[src/rtl/core/idwe_pkg.sv]
// Package for the display write engine: command codes, bus phases,
// register indexes, protocol constants and the per-tick result record.
// No dependencies.
`default_nettype none

package idwe_pkg;

	// Request codes carried on the command field.
	typedef enum logic [1:0] {
		CMD_TICK      = 2'd0,
		CMD_SEND_CMD  = 2'd1,
		CMD_SEND_DATA = 2'd2,
		CMD_RESERVED  = 2'd3
	} cmd_t;

	// Bus phases of the write sequencer.
	typedef enum logic [3:0] {
		PH_IDLE   = 4'd0,
		PH_STARTA = 4'd1,
		PH_STARTB = 4'd2,
		PH_SETUP  = 4'd3,
		PH_HIGH   = 4'd4,
		PH_LOW    = 4'd5,
		PH_ACK    = 4'd6,
		PH_STOPA  = 4'd7,
		PH_STOPB  = 4'd8
	} phase_t;

	// Configuration register indexes.
	typedef enum logic {
		CFG_HALF_PERIOD = 1'b0,
		CFG_DEVICE_ADDR = 1'b1
	} cfg_reg_t;

	localparam logic [15:0] HALF_PERIOD_RESET = 16'd40;
	localparam logic [7:0]  DEVICE_ADDR_RESET = 8'h78;
	localparam logic [7:0]  CTRL_CMD          = 8'h00;
	localparam logic [7:0]  CTRL_DATA         = 8'h40;
	localparam logic [3:0]  BITS_PER_BYTE     = 4'd8;
	localparam logic [1:0]  LAST_BYTE_SLOT    = 2'd2;
	localparam logic [1:0]  CTRL_BYTE_SLOT    = 2'd1;

	// Line levels and status produced by one tick.
	typedef struct packed {
		logic scl;
		logic sda;
		logic busy;
		logic rejected;
		logic done;
	} result_t;

endpackage : idwe_pkg

`default_nettype wire

[src/rtl/core/idwe_engine.sv]
// Bus sequencer of the display write engine: holds the line and phase state
// and advances it by one tick per step. Depends on idwe_pkg.
`default_nettype none

module idwe_engine
	import idwe_pkg::*;
#(
	parameter int HOLD_COUNTER_BITS = 16
) (
	input  wire logic        clk,
	input  wire logic        arst_n,
	input  wire logic        step_en,
	input  wire logic [1:0]  command,
	input  wire logic [7:0]  payload_byte,
	input  wire logic [15:0] half_period_ticks,
	input  wire logic [7:0]  device_address_byte,
	output result_t          result
);

	localparam int RW = (HOLD_COUNTER_BITS > 16) ? HOLD_COUNTER_BITS : 16;

	logic                         scl_q, scl_d;
	logic                         sda_q, sda_d;
	logic                         active_q, active_d;
	phase_t                       phase_q, phase_d;
	logic [3:0]                   bit_index_q, bit_index_d;
	logic [1:0]                   byte_slot_q, byte_slot_d;
	logic [7:0]                   shift_out_q, shift_out_d;
	logic [7:0]                   held_payload_q, held_payload_d;
	logic                         is_data_q, is_data_d;
	logic [HOLD_COUNTER_BITS-1:0] hold_count_q, hold_count_d;

	logic [15:0]                  reload_16;
	logic [RW-1:0]                reload_ext;
	logic [HOLD_COUNTER_BITS-1:0] reload;
	logic [3:0]                   bit_index_inc;
	logic                         req;
	cmd_t                         cmd;

	assign cmd = cmd_t'(command);
	assign req = (cmd == CMD_SEND_CMD) || (cmd == CMD_SEND_DATA);

	// A zero half period behaves as one; a reload too large for the counter saturates.
	assign reload_16  = (half_period_ticks == 16'd0) ? 16'd0 : half_period_ticks - 16'd1;
	assign reload_ext = RW'(reload_16);
	assign reload     = (reload_ext > RW'({HOLD_COUNTER_BITS{1'b1}})) ?
		{HOLD_COUNTER_BITS{1'b1}} : reload_ext[HOLD_COUNTER_BITS-1:0];

	assign bit_index_inc = bit_index_q + 4'd1;

	// Next state.
	always_comb begin
		scl_d          = scl_q;
		sda_d          = sda_q;
		active_d       = active_q;
		phase_d        = phase_q;
		bit_index_d    = bit_index_q;
		byte_slot_d    = byte_slot_q;
		shift_out_d    = shift_out_q;
		held_payload_d = held_payload_q;
		is_data_d      = is_data_q;
		hold_count_d   = hold_count_q;
		if (!active_q) begin
			if (req) begin
				active_d       = 1'b1;
				held_payload_d = payload_byte;
				is_data_d      = (cmd == CMD_SEND_DATA);
				byte_slot_d    = 2'd0;
				bit_index_d    = 4'd0;
				phase_d        = PH_STARTA;
				scl_d          = 1'b1;
				sda_d          = 1'b1;
				hold_count_d   = reload;
			end
		end else if (hold_count_q != '0) begin
			hold_count_d = hold_count_q - HOLD_COUNTER_BITS'(1);
		end else begin
			hold_count_d = reload;
			unique case (phase_q)
				PH_STARTA: begin
					phase_d = PH_STARTB;
					scl_d   = 1'b1;
					sda_d   = 1'b0;
				end
				PH_STARTB: begin
					byte_slot_d = 2'd0;
					bit_index_d = 4'd0;
					shift_out_d = device_address_byte;
					phase_d     = PH_SETUP;
					scl_d       = 1'b0;
					sda_d       = device_address_byte[7];
				end
				PH_SETUP: begin
					phase_d = PH_HIGH;
					scl_d   = 1'b1;
				end
				PH_HIGH: begin
					phase_d = PH_LOW;
					scl_d   = 1'b0;
				end
				PH_LOW: begin
					shift_out_d = {shift_out_q[6:0], 1'b0};
					bit_index_d = bit_index_inc;
					if (bit_index_inc >= BITS_PER_BYTE) begin
						phase_d = PH_ACK;
						scl_d   = 1'b1;
						sda_d   = 1'b1;
					end else begin
						phase_d = PH_SETUP;
						scl_d   = 1'b0;
						sda_d   = shift_out_q[6];
					end
				end
				PH_ACK: begin
					if (byte_slot_q < LAST_BYTE_SLOT) begin
						byte_slot_d = byte_slot_q + 2'd1;
						bit_index_d = 4'd0;
						if (byte_slot_q + 2'd1 == CTRL_BYTE_SLOT) begin
							shift_out_d = is_data_q ? CTRL_DATA : CTRL_CMD;
						end else begin
							shift_out_d = held_payload_q;
						end
						phase_d = PH_SETUP;
						scl_d   = 1'b0;
						sda_d   = shift_out_d[7];
					end else begin
						phase_d = PH_STOPA;
						scl_d   = 1'b0;
						sda_d   = 1'b0;
					end
				end
				PH_STOPA: begin
					phase_d = PH_STOPB;
					scl_d   = 1'b1;
					sda_d   = 1'b0;
				end
				default: begin
					// Stop B has run out, or the phase is stray: release both lines.
					scl_d        = 1'b1;
					sda_d        = 1'b1;
					active_d     = 1'b0;
					phase_d      = PH_IDLE;
					bit_index_d  = 4'd0;
					byte_slot_d  = 2'd0;
					hold_count_d = '0;
				end
			endcase
		end
	end

	// Outputs of the tick.
	always_comb begin
		result.scl      = scl_d;
		result.sda      = sda_d;
		result.busy     = active_d;
		result.rejected = active_q && req;
		result.done     = active_q && (hold_count_q == '0) &&
			(phase_q != PH_STARTA) && (phase_q != PH_STARTB) &&
			(phase_q != PH_SETUP) && (phase_q != PH_HIGH) &&
			(phase_q != PH_LOW) && (phase_q != PH_ACK) && (phase_q != PH_STOPA);
	end

	always_ff @(posedge clk or negedge arst_n) begin
		if (!arst_n) begin
			scl_q        <= 1'b1;
			sda_q        <= 1'b1;
			active_q     <= 1'b0;
			phase_q      <= PH_IDLE;
			bit_index_q  <= 4'd0;
			byte_slot_q  <= 2'd0;
			is_data_q    <= 1'b0;
			hold_count_q <= '0;
		end else if (step_en) begin
			scl_q        <= scl_d;
			sda_q        <= sda_d;
			active_q     <= active_d;
			phase_q      <= phase_d;
			bit_index_q  <= bit_index_d;
			byte_slot_q  <= byte_slot_d;
			is_data_q    <= is_data_d;
			hold_count_q <= hold_count_d;
		end
	end

	always_ff @(posedge clk) begin
		if (step_en) begin
			shift_out_q    <= shift_out_d;
			held_payload_q <= held_payload_d;
		end
	end

endmodule : idwe_engine

`default_nettype wire

[src/rtl/core/i2c_display_write_engine.sv]
// Top level of the display write engine: input register, result register,
// configuration registers and the bus sequencer. Depends on idwe_pkg, idwe_engine.
`default_nettype none

// Bit-banged I2C master that writes one byte to a display controller. Every
// input transfer is one tick of bus time and yields exactly one result transfer
// carrying the SCL and SDA levels after that tick, a busy flag, a flag for a
// request dropped because a write was already running, and a done flag on the
// tick the stop condition completes. A command of one or two starts a write of
// three bytes (device address, control byte 0x00 for a command or 0x40 for data,
// then the payload), each MSB first with an extra clock on released SDA; no ACK
// is sampled. Each line level is held for half_period_ticks ticks. The block
// takes one input transfer per clock cycle while the output is not stalled:
// an item waits in the input register, then the sequencer state advances while
// the result is written into the output register. Throughput is one item per
// cycle, set by the single sequencer update per cycle, unless the result side
// stalls. A stall on the result side holds the output register and, one item
// later, the input side. Configuration writes are accepted in every cycle and
// must be made while the engine is idle with all results delivered.

module i2c_display_write_engine
	import idwe_pkg::*;
#(
	parameter int HOLD_COUNTER_BITS = 16
) (
	input  wire logic        clk,
	input  wire logic        arst_n,
	// Input channel
	input  wire logic        in_valid,
	output logic             in_stall,
	input  wire logic [1:0]  command,
	input  wire logic [7:0]  payload_byte,
	// Result channel
	output logic             out_valid,
	input  wire logic        out_stall,
	output logic             scl_level,
	output logic             sda_level,
	output logic             busy_res,
	output logic             rejected,
	output logic             done_res,
	// Configuration write channel
	input  wire logic        cfg_valid,
	output logic             cfg_ready,
	input  wire logic        cfg_index,
	input  wire logic [15:0] cfg_data
);

	logic        valid_s1;
	logic [1:0]  command_s1;
	logic [7:0]  payload_s1;
	logic        valid_s2;
	result_t     result_s2;
	result_t     step_result;
	logic        advance;
	logic        in_take;
	logic [15:0] half_period_q;
	logic [7:0]  device_addr_q;

	// The item in the input register moves on whenever the result register is
	// empty or its transfer completes in this cycle.
	assign advance  = valid_s1 && (!valid_s2 || !out_stall);
	assign in_stall = valid_s1 && !advance;
	assign in_take  = in_valid && !in_stall;

	always_ff @(posedge clk or negedge arst_n) begin
		if (!arst_n) begin
			valid_s1 <= 1'b0;
		end else if (in_take) begin
			valid_s1 <= 1'b1;
		end else if (advance) begin
			valid_s1 <= 1'b0;
		end
	end

	always_ff @(posedge clk) begin
		if (in_take) begin
			command_s1 <= command;
			payload_s1 <= payload_byte;
		end
	end

	// The sequencer advances by exactly one tick per item leaving the input register.
	idwe_engine #(
		.HOLD_COUNTER_BITS(HOLD_COUNTER_BITS)
	) u_engine (
		.clk                (clk),
		.arst_n             (arst_n),
		.step_en            (advance),
		.command            (command_s1),
		.payload_byte       (payload_s1),
		.half_period_ticks  (half_period_q),
		.device_address_byte(device_addr_q),
		.result             (step_result)
	);

	always_ff @(posedge clk or negedge arst_n) begin
		if (!arst_n) begin
			valid_s2 <= 1'b0;
		end else if (advance) begin
			valid_s2 <= 1'b1;
		end else if (!out_stall) begin
			valid_s2 <= 1'b0;
		end
	end

	always_ff @(posedge clk) begin
		if (advance) begin
			result_s2 <= step_result;
		end
	end

	assign out_valid = valid_s2;
	assign scl_level = result_s2.scl;
	assign sda_level = result_s2.sda;
	assign busy_res  = result_s2.busy;
	assign rejected  = result_s2.rejected;
	assign done_res  = result_s2.done;

	// Configuration registers; a write transfer completes in any cycle.
	assign cfg_ready = 1'b1;

	always_ff @(posedge clk or negedge arst_n) begin
		if (!arst_n) begin
			half_period_q <= HALF_PERIOD_RESET;
			device_addr_q <= DEVICE_ADDR_RESET;
		end else if (cfg_valid && cfg_ready) begin
			unique case (cfg_reg_t'(cfg_index))
				CFG_HALF_PERIOD: half_period_q <= cfg_data;
				CFG_DEVICE_ADDR: device_addr_q <= cfg_data[7:0];
				default: ;
			endcase
		end
	end

endmodule : i2c_display_write_engine

`default_nettype wire

[config.mk]
export PLATFORM = sky130hd
export DESIGN_NAME = i2c_display_write_engine
export DESIGN_NICKNAME = d
export VERILOG_FILES = /design/src/rtl/core/idwe_pkg.sv /design/src/rtl/core/idwe_engine.sv /design/src/rtl/core/i2c_display_write_engine.sv
export SDC_FILE = /design/constraint.sdc
export NUM_CORES = 1
export LEC_CHECK = 0
export ABC_AREA = 0
export BUFFER_PORTS_ARGS = -buffer_cell sky130_fd_sc_hd__buf_2
export CORE_UTILIZATION = 59
export DETAILED_ROUTE_END_ITERATION = 8
export PLACE_DENSITY_LB_ADDON = 0.25
export RECOVER_POWER = 50
export SLEW_MARGIN = 20
export SYNTH_ARGS = -nofsm -noshare
export SYNTH_HDL_FRONTEND = slang
export SYNTH_SLANG_ARGS = --single-unit
export TNS_END_PERCENT = 100
[constraint.sdc]
create_clock -name clk -period 2.8 [get_ports clk]
set_input_delay 0.56 -clock clk [delete_from_list [all_inputs] [get_ports clk]]
set_output_delay 0.56 -clock clk [all_outputs]
set_load 0.05 [all_outputs]
* Word-level counts from Yosys, hierarchy flattened *
Index checks and enable logic that the tools add are counted.

storage, ports and cells
  output and inout port bits = 8
  input bits = 32
  register bits = 86

cells by class
  bitwise operators = 3
  magnitude comparators = 3
  mux-type cells = 45
  add/subtract/negate cells = 4
  reduce and logical (&&, ||, !) cells = 38
  equal/unequal tests = 23

operators by type and width
  kind                                                                     count
  16-bit 2-to-1 mux                                                        6
  16-bit zero test                                                         2
  16-bit by 1-bit subtractor with 16-bit output, second input constant     2
  4-bit 2-to-1 mux                                                         7
  4-bit case mux with 7 select lines                                       1
  7-bit case mux with 3 select lines                                       1
  1-bit 2-to-1 mux                                                         17
  4-bit by 3-bit equality test with 1-bit output, second input constant    4
  16-bit > comparator, second input constant                               1
  4-bit by 3-bit inequality test with 1-bit output, second input constant  4
  16-bit nonzero test                                                      1
  5-bit AND reduction                                                      3
  7-bit 2-to-1 mux                                                         2
  1-bit logical AND                                                        12
  4-bit case mux with 3 select lines                                       1
  4-bit by 2-bit equality test with 1-bit output, second input constant    2
  2-bit 2-to-1 mux                                                         4
  8-bit 2-to-1 mux                                                         1
  4-bit by 2-bit inequality test with 1-bit output, second input constant  2
  7-bit OR reduction                                                       1
  3-bit 2-to-1 mux                                                         2
  2-bit inequality test, second input constant                             3
  2-bit AND reduction                                                      3
  3-bit AND reduction                                                      2
  22 further kinds                                                         32

* Longest topological paths before layout *
Gate-level depths: netlist (run 1).

  depth in word-level cells = 9
  depth in mapped cells = 9
  mapped depth without buffers = 7

* Hierarchy *
Synthesis (run 1) repeated with hierarchy kept, for this count alone.

unflattened totals
  cell total of the unflattened synthesis = 400
  area, all modules = 4480.5 um^2

modules (own cells, without submodules)
  module                    instances  cells an instance  area each (um^2)
  idwe_engine               1          323                2980.4
  i2c_display_write_engine  1          77                 1500.2

* Worst setup path before layout (run 1) *
OpenSTA, ideal clock, no wires.

  path kind = reg-to-reg
  start = register u_engine.hold_count_q[0]
  end = register u_engine.shift_out_q[0], enable pin
  stages on the path, launching flop included = 6
  arrival = 1.983 ns
  data required time = 2.410 ns
  setup slack = 0.427 ns
  path buffers = 0
  cells stage by stage = dfrtp_1 -> inv_1 -> ha_1 -> nor4b_1 -> nand4_1 -> nor4_1

on the way
  cells in the longest elaborated chain, start to end = 3

RTL lines
  what                                  line                RTL
  start, declared                       idwe_engine.sv:31   logic [HOLD_COUNTER_BITS-1:0] hold_count_q, hold_count_d;
  start signal, assigned                idwe_engine.sv:181  hold_count_q <= hold_count_d;
  16-bit nonzero test                   idwe_engine.sv:75   end else if (hold_count_q != '0) begin
  1-bit NOT (no source line)            n/a
  5-bit AND reduction (no source line)  n/a
  end signal, assigned                  idwe_engine.sv:187  shift_out_q <= shift_out_d;
  end, declared                         idwe_engine.sv:28   logic [7:0] shift_out_q, shift_out_d;

No other way between the ends.
A chain may end at the register's enable or synchronous reset.

* Worst setup path after layout (run 1) *
  start = register u_engine.hold_count_q[0]
  end = register u_engine.hold_count_q[2]

on the way
  cells in the longest elaborated chain, start to end = 3
  elaborated cells on any way between the ends = 4
  classes of those cells = 1 x add/sub; 2 x mux; 1 x reduce/logical

RTL lines
  what                                                                                  line                                  RTL
  16-bit by 1-bit subtractor with 16-bit output or 16-bit nonzero test (tied branches)  idwe_engine.sv:76, idwe_engine.sv:75
  16-bit 2-to-1 mux *                                                                   idwe_engine.sv:75
  16-bit 2-to-1 mux *                                                                   idwe_engine.sv:63                     if (!active_q) begin

Mark *: on every way between the ends. The rest lies on a longest branch, timed or not.

==> out/qor.yml, run 1 <==
pwr:
  power.total_mw: 4.14
  p_per_area_mw_per_mm2: 845
  leakage_nw: 1.95
  ir_drop_mv: 0.475
clocking:
  clk_root_buffer_cell: "clkbuf_8"
  cts_max_level: 3
  cts_tree: "done"
  cts_buffers: 9
  postCtsHoldBufs: 0
  cts_setup_buffers: 0
  cts_resized: 0
  cts_max_path_buffers: 2
  clk_latency_ps: 350
  clkSinkCount: 86
  clkTransAtPathRegs_ps: 90
worst_setup_path:
  crit_chain: "inv_1 -> ha_1 -> nor4b_1 -> and4_1 -> o21ai_4 -> or3_4 -> o221ai_1"
  reg2reg_depth: 7
  crit_required_ps: 3060
  path_max_fanout: 19
  slowest_stage: "or3_4"
  cpPeakStageDelay_ps: 530
  r2r-start: "u_engine.hold_count_q[0]"
  r2r-end: "u_engine.hold_count_q[2]"
  arrival_ps: 2860
  crit_type: "flip-flop to flip-flop"
  crit_path_end_kind: "flip-flop"
  cp-start-kind: "flip-flop"
  reg2reg_slack_ps: 200
global_routing:
  grt_pass1_vias: 3231
  grtUsageTotal_pct: 26.3
  antenna_found_initial: 0
  grt_start_max_net_pins: 57
  gr-total-overflow: 0
  grt_pass1_wl_mm: 15.3
sta:
  finalSetupTns_ps: 0
  maxSlewHeadroom_pct: 8.36
  worst_pin_slew_ps: 1370
  timing.final.hold_violations: 0
  skew_ps: 11.7
  period_minus_slack_ps: 2600
  drv_slew: 0
  rsz0062_at_grt: "false"
  worst_hold_slack_ps: 378
  setup_ws_ps: 203
  fin_crit_sh_pct: 92.8
  finalSetupViolations: 0
  fmax_ghz: 0.385
synth:
  ys_ff_latch: 86
  synth_area_per_cell_um2: 11.2
  yosys_most_used_dff: "dfrtp_1"
  postSynthNetCount: 426
  async_reset_ff_share_pct: 65.1
  yosysSeqAreaShare_pct: 53.4
  syn_area_mm2: 0.00433
  synth.distinct_cells: 62
  synth_edf_count: 30
  syn-instance-count: 387
  ys_warn_count: 0
route:
  drtPass1Iterations: 5
  drt_wl_total_mm: 9.16
  routedWlPerCell_um: 17.1
  dr_wl_met3_um: 517
  maxUsedRoutingLayer: "met4"
  met1Wirelength_mm: 4.10
  route.detailed.drc: 0
  via_per_inst: 6.20
  dr_wl_met2_mm: 4.34
  detail-route-antenna-nets: 0
  vias: 3317
  drt_iter0_markers: 286
final_layout:
  instances_no_fill: 535
  nets: 473
  fillers: 509
  regArea_mm2: 0.00231
  n_antenna_cell: 0
  final_util_pct: 70.6
  multi_input_area_mm2: 0.00189
  area_delta_synth_final_pct: 13.2
  design_area_mm2: 0.00490
  drive_gt1_share_pct: 25.7
worst_hold_path:
  min_to: "payload_s1[4]"
  hold-path-cell-count: 1
  holdCritStartpoint: "payload_byte[4]"
  hp-class: "input pin to flip-flop"
floorplan:
  io_pins: 40
  start_util_pct: 62.4
  core_area_mm2: 0.00694
  num_rows: 30
  die_x_um: 87.7
  die_y_um: 87.7
  die_area_mm2: 0.00769
place:
  dp.cells: 519
  dpl_cell_area_mm2: 0.00466
  hpwl_mm: 6.48
  gp_congestion: 0.881
  numPortBuffers: 38
  place_ws_ps: 258
job:
  maxCapViolCount: 0
run_status:
  status: "finished, final reports clean"
==> cell usage in the layout (no fill, tap or decap), types with 7 or more instances in the layout <==
master,netlist,routed
dfstp_2,8,8
a21oi_1,8,8
nor2b_1,7,7
nand2_1,34,34
buf_2,0,38
ha_1,7,7
nor2_1,28,28
o21ai_0,15,15
clkbuf_8,0,9
inv_1,14,14
xor2_1,8,8
nor4_1,7,7
dfrtp_1,48,48
nand2b_1,7,7
mux2_2,24,24
buf_4,1,10
edfxtp_1,30,30
nor3_1,10,10
nand3_1,20,20
a22oi_1,8,8
==> worst max-delay path: cells and delay by family (launching register included) <==
family,cells,cell delay (ps)
AOI/OAI and AO/OA,2,440
adders and majority gates,1,150
and+or+nand+nor,3,1390
buffers and inverters,1,120
DFF,1,410
==> final cells by class <==
| cell class | count | area share [%] |
|---|---|---|
| clock buffers | 9 | 2.53 |
| clock inverters | 7 | 2.55 |
| inverters | 15 | 1.15 |
| multi-input cells | 272 | 38.6 |
| flip-flops and latches | 86 | 47.1 |
| well taps | 96 | 2.45 |
| repair buffers | 50 | 5.59 |
==> kinds of logic after synthesis <==
kind of cell / count (synthesis) / synth area share, %
xor gates and xnor gates: 14 / 2.83
DFF: 86 / 53.4
adders and majority gates: 7 / 2.02
AOI/OAI and AO/OA: 83 / 14.8
muxes: 27 / 6.93
other: 1 / 0.0865
buffers and inverters: 29 / 2.95
and+or+nand+nor: 140 / 17.0
==> registers in the layout (all words and copies together) (netlist names), 2 cells and up <==
| signal | count |
|---|---|
| payload_s1 | 8 |
| u_engine.shift_out_q | 7 |
| u_engine.bit_index_q | 4 |
| device_addr_q | 8 |
| u_engine.phase_q | 4 |
| command_s1 | 2 |
| half_period_q | 16 |
| u_engine.held_payload_q | 8 |
| u_engine.byte_slot_q | 2 |
| u_engine.hold_count_q | 16 |
==> Yosys cell counts (all sizes together), types with 4 or more instances <==
cell type | instances | area share, %
nor3 | 10 | 1.2
ha | 7 | 2.0
a21oi | 8 | 0.92
dfstp | 8 | 4.9
o211ai | 6 | 1.6
o221ai | 5 | 1.4
xnor2 | 6 | 1.2
or4 | 4 | 0.69
clkbuf | 11 | 0.95
o22ai | 5 | 0.72
edfxtp | 30 | 21
or3 | 5 | 0.84
nand3 | 20 | 2.3
mux2 | 24 | 6.2
dfrtp | 48 | 28
nor4 | 10 | 2.1
o21ai | 16 | 2.1
a22oi | 8 | 1.4
o31ai | 4 | 0.69
nor2b | 7 | 1.0
a31oi | 6 | 0.87
nand2b | 7 | 1.0
nor2 | 28 | 2.4
nand2 | 34 | 2.9
inv | 14 | 1.2
xor2 | 8 | 1.6
==> power breakdown <==
part | total [mW] | switching (mW) | leakage (nW) | internal, mW
combinational | 1.18 | 0.673 | 0.881 | 0.504
clock | 1.08 | 0.473 | 0.125 | 0.606
sequential | 1.89 | 0.312 | 0.943 | 1.58
total | 4.14 | 1.46 | 1.95 | 2.69
==> worst max path at each step <==
stage | start | to | cells past startpoint
floorplan | u_engine.hold_count_q[0] | u_engine.shift_out_q[0] | 5
global route | u_engine.hold_count_q[0] | u_engine.hold_count_q[2] | 7
detailed placement | u_engine.hold_count_q[0] | u_engine.hold_count_q[2] | 7
global placement | u_engine.hold_count_q[0] | u_engine.hold_count_q[5] | 7
CTS | u_engine.hold_count_q[0] | u_engine.hold_count_q[2] | 7
finish | u_engine.hold_count_q[0] | u_engine.hold_count_q[2] | 7
==> per-layer routing <==
| layer | global-route usage [%] | vias to the layer above |
|---|---|---|
| met3 | 6.41 | 33 |
| li1 | - | 1547 |
| met4 | 8.94 | 0 |
| met5 | 0 | - |
| met2 | 41.8 | 138 |
| met1 | 35.6 | 1599 |
No activity file was read; power rests on OpenSTA's default activity.
==> inputs of run 2 (changes only) <==
CORE_UTILIZATION = 30   (was 59)
==> run 2 against run 1 <==
Power increased by 1.7%. Utilization down 35 points. Flip-flop and latch count did not move. Maximum frequency up 8.4%. Combinational power barely moved. Cell area up 2.9%. Largest cell class unchanged. Sequential share of layout area decreased by 1.3 points. Via count down 2.2%. Critical path depth unchanged. Count of clock-buffer cells in the layout did not move.
==> out/qor.yml, run 2 (synthesized netlist as in run 1, its figures left out) <==
route:
  drt_iter0_markers: 201
  route.detailed.drc: 0
  vias: 3243
  drtPass1Iterations: 6
  via_per_inst: 5.25
  routedWlPerCell_um: 15.7
  drt_wl_total_mm: 9.73
  detail-route-antenna-nets: 0
run_status:
  status: "finished, final reports clean"
worst_hold_path:
  hp-class: "input pin to flip-flop"
worst_setup_path:
  crit_type: "flip-flop to flip-flop"
  cp-endpoint: "u_engine.hold_count_q[5]"
  crit_path_end_kind: "flip-flop"
  cp-start-kind: "flip-flop"
  r2r-start: "u_engine.hold_count_q[0]"
  reg2reg_depth: 7
  r2r-end: "u_engine.hold_count_q[5]"
  reg2reg_slack_ps: 400
  path_max_fanout: 19
  critical_path.startpoint: "u_engine.hold_count_q[0]"
  crit_required_ps: 3060
  arrival_ps: 2660
pwr:
  clkPwrFrac_pct: 27.9
  p_per_area_mw_per_mm2: 836
  ir_drop_mv: 0.467
  seq_power_share_pct: 44.7
  p_sw_share_pct: 36.0
  net-switching-power_mw: 1.52
  leakage_nw: 1.96
  intPower_mw: 2.70
  p_comb_share_pct: 27.4
final_layout:
  nets: 472
  instances_no_fill: 618
  final_util_pct: 36.1
  area_delta_synth_final_pct: 16.4
  top_regs: "half_period_q x16, u_engine.hold_count_q x16"
  design_area_mm2: 0.00504
  layout_commonest_cell: "dfrtp_1"
  drive_gt1_share_pct: 25.6
  layout_common_cells: "48 x dfrtp_1, 38 x buf_2, 34 x nand2_1, 30 x edfxtp_1, 28 x nor2_1"
  n_antenna_cell: 0
clocking:
  cts_buffers: 9
  cts_max_level: 3
  postCtsHoldBufs: 0
  cts_max_path_buffers: 2
  cts_resized: 0
  clk_root_buffer_cell: "clkbuf_16"
  clkTransAtPathRegs_ps: 70
  clk_latency_ps: 350
  clkSinkCount: 86
  cts_tree: "done"
  cts_setup_buffers: 0
sta:
  fmax_ghz: 0.417
  maxSlewHeadroom_pct: 4.06
  skew_ps: 5.83
  worst_pin_slew_ps: 1440
  fin_crit_sh_pct: 85.6
  drv_slew: 0
  finalSetupViolations: 0
  setup_ws_ps: 403
  finalSetupTns_ps: 0
  period_minus_slack_ps: 2400
  rsz0062_at_grt: "false"
  timing.final.hold_violations: 0
global_routing:
  grt_pass1_wl_mm: 16.3
  gr-total-overflow: 0
  grt_start_max_net_pins: 57
  grtUsageTotal_pct: 14.5
  antenna_found_initial: 0
  grt_pass1_vias: 3094
floorplan:
  start_util_pct: 31.0
  io_pins: 40
  num_rows: 43
  die_x_um: 122
  die_area_mm2: 0.0149
  core_area_mm2: 0.0140
  die_y_um: 122
job:
  maxCapViolCount: 0
place:
  dp.cells: 602
  gp_congestion: 0.821
  place_ws_ps: 374
  dpl_cell_area_mm2: 0.00477
  hpwl_mm: 7.04
  numPortBuffers: 38
[run 2: worst max-delay path: stages (launching register included)]
cell       delay [ps]
dfrtp_1           410
inv_1             110
ha_1              140
nor4b_1           280
and4_1            380
o21ai_4           190
or3_4             530
o2111ai_1         250
[run 2: area by class of cell]
cell class / instances / area [um2]
tap: 180 / 225
sequential: 86 / 2310
clock buffer: 9 / 225
inverter: 15 / 56.3
timing repair buffer: 49 / 267
fill: 1427 / 8940
multi-input combinational: 272 / 1890
clock inverter: 7 / 66.3
[run 2: worst min path at each step]
stage                    start                          to  slack (ps)  cells past startpoint
2_1_floorplan           arst_n            device_addr_q[0]         260                      0
3_3_place_gp     payload_s1[0]  u_engine.held_payload_q[0]         400                      0
3_5_place_dp     payload_s1[1]  u_engine.held_payload_q[1]         410                      0
4_1_cts                 arst_n   u_engine.hold_count_q[14]         220                      2
5_1_grt        payload_byte[1]               payload_s1[1]         360                      1
6_report       payload_byte[2]               payload_s1[2]         380                      1
[run 2: per-stage QoR]
stage	hold slack [ps]	total power [mW]
global placement	400	3.05
CTS	215	4.27
finish	381	4.22
detailed placement	409	3.07
floorplan	264	2.70
global route	360	4.49
[run 2: power groups by stage]
stage	clock network (mW)	registers, mW	logic, mW
floorplan	0	1.82	0.887
global placement	0	1.90	1.15
detailed placement	0	1.90	1.16
CTS	1.22	1.88	1.17
global route	1.26	1.93	1.29
finish	1.18	1.88	1.15
[run 2: per-layer routing]
| metal | global-route usage (%) | vias to the layer above | share of wire, % |
|---|---|---|---|
| met5 | 0 | - | 0 |
| met4 | 6.33 | 0 | 2.1 |
| met3 | 3.84 | 14 | 6.0 |
| met2 | 21.2 | 103 | 45 |
| met1 | 20.0 | 1580 | 47 |
| li1 | - | 1546 | - |
==> inputs of run 3 (changes only) <==
ABC_AREA = 1   (was 0)
CELL_PAD_IN_SITES_DETAIL_PLACEMENT = 1   (was not set)
CELL_PAD_IN_SITES_GLOBAL_PLACEMENT = 1   (was not set)
==> run 3 against run 2 <==
Utilization decreased by 0.57 points. Global-route usage increased by 2.0 points. Sequential share of layout area decreased by 3.5 points. Wire length increased by 28%. Sequential power decreased by 2%. Via count increased by 25%. Maximum frequency increased by 16%. Combinational power increased by 32%. Power increased by 8.4%. Setup slack improved by 330 ps. Largest cell class unchanged.
==> out/qor.yml, run 3 <==
synth:
  ys_warn_count: 0
  yosysSeqAreaShare_pct: 48.5
  synth_top_area_share_pct: 25.2
  synthTopCellsByCount: "192 x nand2_1, 68 x nand3_1, 65 x inv_1, 65 x nor2_1, 48 x dfrtp_1"
  ys_ff_latch: 86
  postSynthNetCount: 648
  yosys.cell_count.top_type: "nand2_1"
  syn-instance-count: 609
  syn_area_mm2: 0.00477
  synth_edf_count: 30
  synth_top_area_cell: "dfrtp_1"
  synth_area_leaders: "dfrtp_1 25%, edfxtp_1 19%, nand2_1 15%, nand3_1 7.1%, inv_1 5.1%"
  synth_area_per_cell_um2: 7.83
  yosys_most_used_dff: "dfrtp_1"
  synth.distinct_cells: 38
  async_reset_ff_share_pct: 65.1
sta:
  fin_crit_sh_pct: 73.9
  fmax_ghz: 0.484
  worst_pin_slew_ps: 1430
  rsz0062_at_grt: "false"
  maxSlewHeadroom_pct: 4.41
  finalSetupTns_ps: 0
  finalSetupViolations: 0
  timing.final.hold_violations: 0
  drv_slew: 0
  period_minus_slack_ps: 2070
  skew_ps: 10.1
place:
  gp_congestion: 0.842
  numPortBuffers: 38
  hpwl_mm: 9.44
worst_hold_path:
  hp-class: "input pin to flip-flop"
clocking:
  postCtsHoldBufs: 0
  cts_max_path_buffers: 2
  cts_tree: "done"
  clkSinkCount: 86
  clk_latency_ps: 360
  clk_root_buffer_cell: "clkbuf_16"
  cts_setup_buffers: 0
  cts_resized: 0
  cts_max_level: 3
  clkTransAtPathRegs_ps: 70
  cts_buffers: 9
global_routing:
  grt_pass1_wl_mm: 20.9
  antenna_found_initial: 0
  gr-total-overflow: 0
  grt_start_max_net_pins: 34
  grtUsageTotal_pct: 16.5
  grt_pass1_vias: 4129
worst_setup_path:
  cp-start-kind: "input pin"
  path_max_fanout: 33
  crit_path_end_kind: "asynchronous set/reset pin"
  crit_buf_inv: 2
  crit_type: "input pin to asynchronous set/reset pin"
  arrival_ps: 2440
  cpPeakStageDelay_ps: 1020
  crit_required_ps: 3170
  critical-path-top-delay-family: "buffers and inverters"
  slowest_stage: "clkbuf_1"
  crit_chain: "clkbuf_1 -> clkbuf_2"
pwr:
  ir_drop_mv: 0.298
  clkPwrFrac_pct: 26.3
  seq_power_share_pct: 40.4
  p_per_area_mw_per_mm2: 837
  power.total_mw: 4.57
  net-switching-power_mw: 1.88
  leakage_nw: 2.52
  intPower_mw: 2.69
  p_comb_share_pct: 33.3
  p_sw_share_pct: 41.1
floorplan:
  die_y_um: 128
  io_pins: 40
  die_x_um: 128
  core_area_mm2: 0.0154
  num_rows: 45
  die_area_mm2: 0.0164
  start_util_pct: 31.0
final_layout:
  n_antenna_cell: 0
  nets: 690
  fillers: 1888
  top_regs: "half_period_q x16, u_engine.hold_count_q x16"
  area_delta_synth_final_pct: 14.5
  drive_gt1_share_pct: 14.2
  layout_common_cells: "192 x nand2_1, 68 x nand3_1, 65 x inv_1, 65 x nor2_1, 48 x dfrtp_1"
  layout_commonest_cell: "nand2_1"
route:
  drt_wl_total_mm: 12.5
  routedWlPerCell_um: 14.4
  drtPass1Iterations: 5
  route.detailed.drc: 0
  via_per_inst: 4.68
  vias: 4056
  detail-route-antenna-nets: 0
  drt_iter0_markers: 108
job:
  maxCapViolCount: 0
run_status:
  status: "finished, final reports clean"
[run 3: cell types whose count changed after synthesis, sizes merged, moves of 7 or more]
cell,before,now
nand2b,7,0
nor4,10,1
mux2,24,0
nand2,34,198
nand3,20,69
a22oi,8,1
nor2,28,78
inv,14,69
o21ai,16,42
nor2b,7,0
[run 3: path summary, 6_finish.rpt]
check                                         start                         end  slack [ps]  depth (start not counted)
hold reg to reg                       payload_s1[2]  u_engine.held_payload_q[2]         420                          0
hold / removal                      payload_byte[2]               payload_s1[2]         370                          1
max in group clk           u_engine.hold_count_q[0]         u_engine.phase_q[0]         760                         12
setup reg to reg           u_engine.hold_count_q[0]         u_engine.phase_q[0]         760                         12
min in group asynchronous                    arst_n           half_period_q[14]         530                          1
setup / recovery                             arst_n            device_addr_q[7]         730                          2
[run 3: metal layers]
layer  global-route usage (%)  vias to the layer above  share of wire (%)
met3                     2.50                       15                2.1
met1                     22.4                     1958                 49
li1                         -                     2037                  -
met2                     26.1                       46                 46
met5                        0                        -                  0
met4                     7.06                        0                2.2
[run 3: area by class of cell]
type	count	area, um2	area share, %
repair buffers	43	224	4.10
clock buffers	9	225	4.13
clock inverters	7	62.6	1.15
well taps	211	264	4.84
flip-flops and latches	86	2310	42.4
inverters	71	267	4.88
multi-input cells	440	2100	38.5
[run 3: cells by family (layout without fill, tap and decap cells)]
group / Yosys count / count (layout) / synth area share [%]
other: 1 / 1 / 0.0787
AND/OR/NAND/NOR: 365 / 365 / 34.0
buffers and inverters: 83 / 130 / 7.38
AO/OA/AOI/OAI: 59 / 59 / 6.75
adder cells (fa/ha/maj): 7 / 7 / 1.84
flip-flops: 86 / 86 / 48.5
XOR/XNOR: 8 / 8 / 1.47
[run 3: power groups by stage]
stage               clock (mW)  sequential, mW  combinational (mW)
floorplan                    0            1.84                1.15
global placement             0            1.86                1.49
detailed placement           0            1.87                1.53
CTS                       1.24            1.85                1.54
global route              1.29            1.89                1.73
finish                    1.20            1.84                1.52
[run 3: through the flow]
stage | utilization (%) | setup slack, ps | hold slack (ps) | cell area, um2 | std cells
3_5_place_dp | 33.7 | 689 | 411 | 5180 | 851
4_1_cts | 35.6 | 742 | 249 | 5470 | 867
3_3_place_gp | 33.7 | 761 | 402 | 5180 | 851
6_report | 35.5 | 732 | 375 | 5460 | 867
5_1_grt | 35.5 | 262 | 365 | 5460 | 867
2_1_floorplan | - | 534 | 264 | 4770 | 609
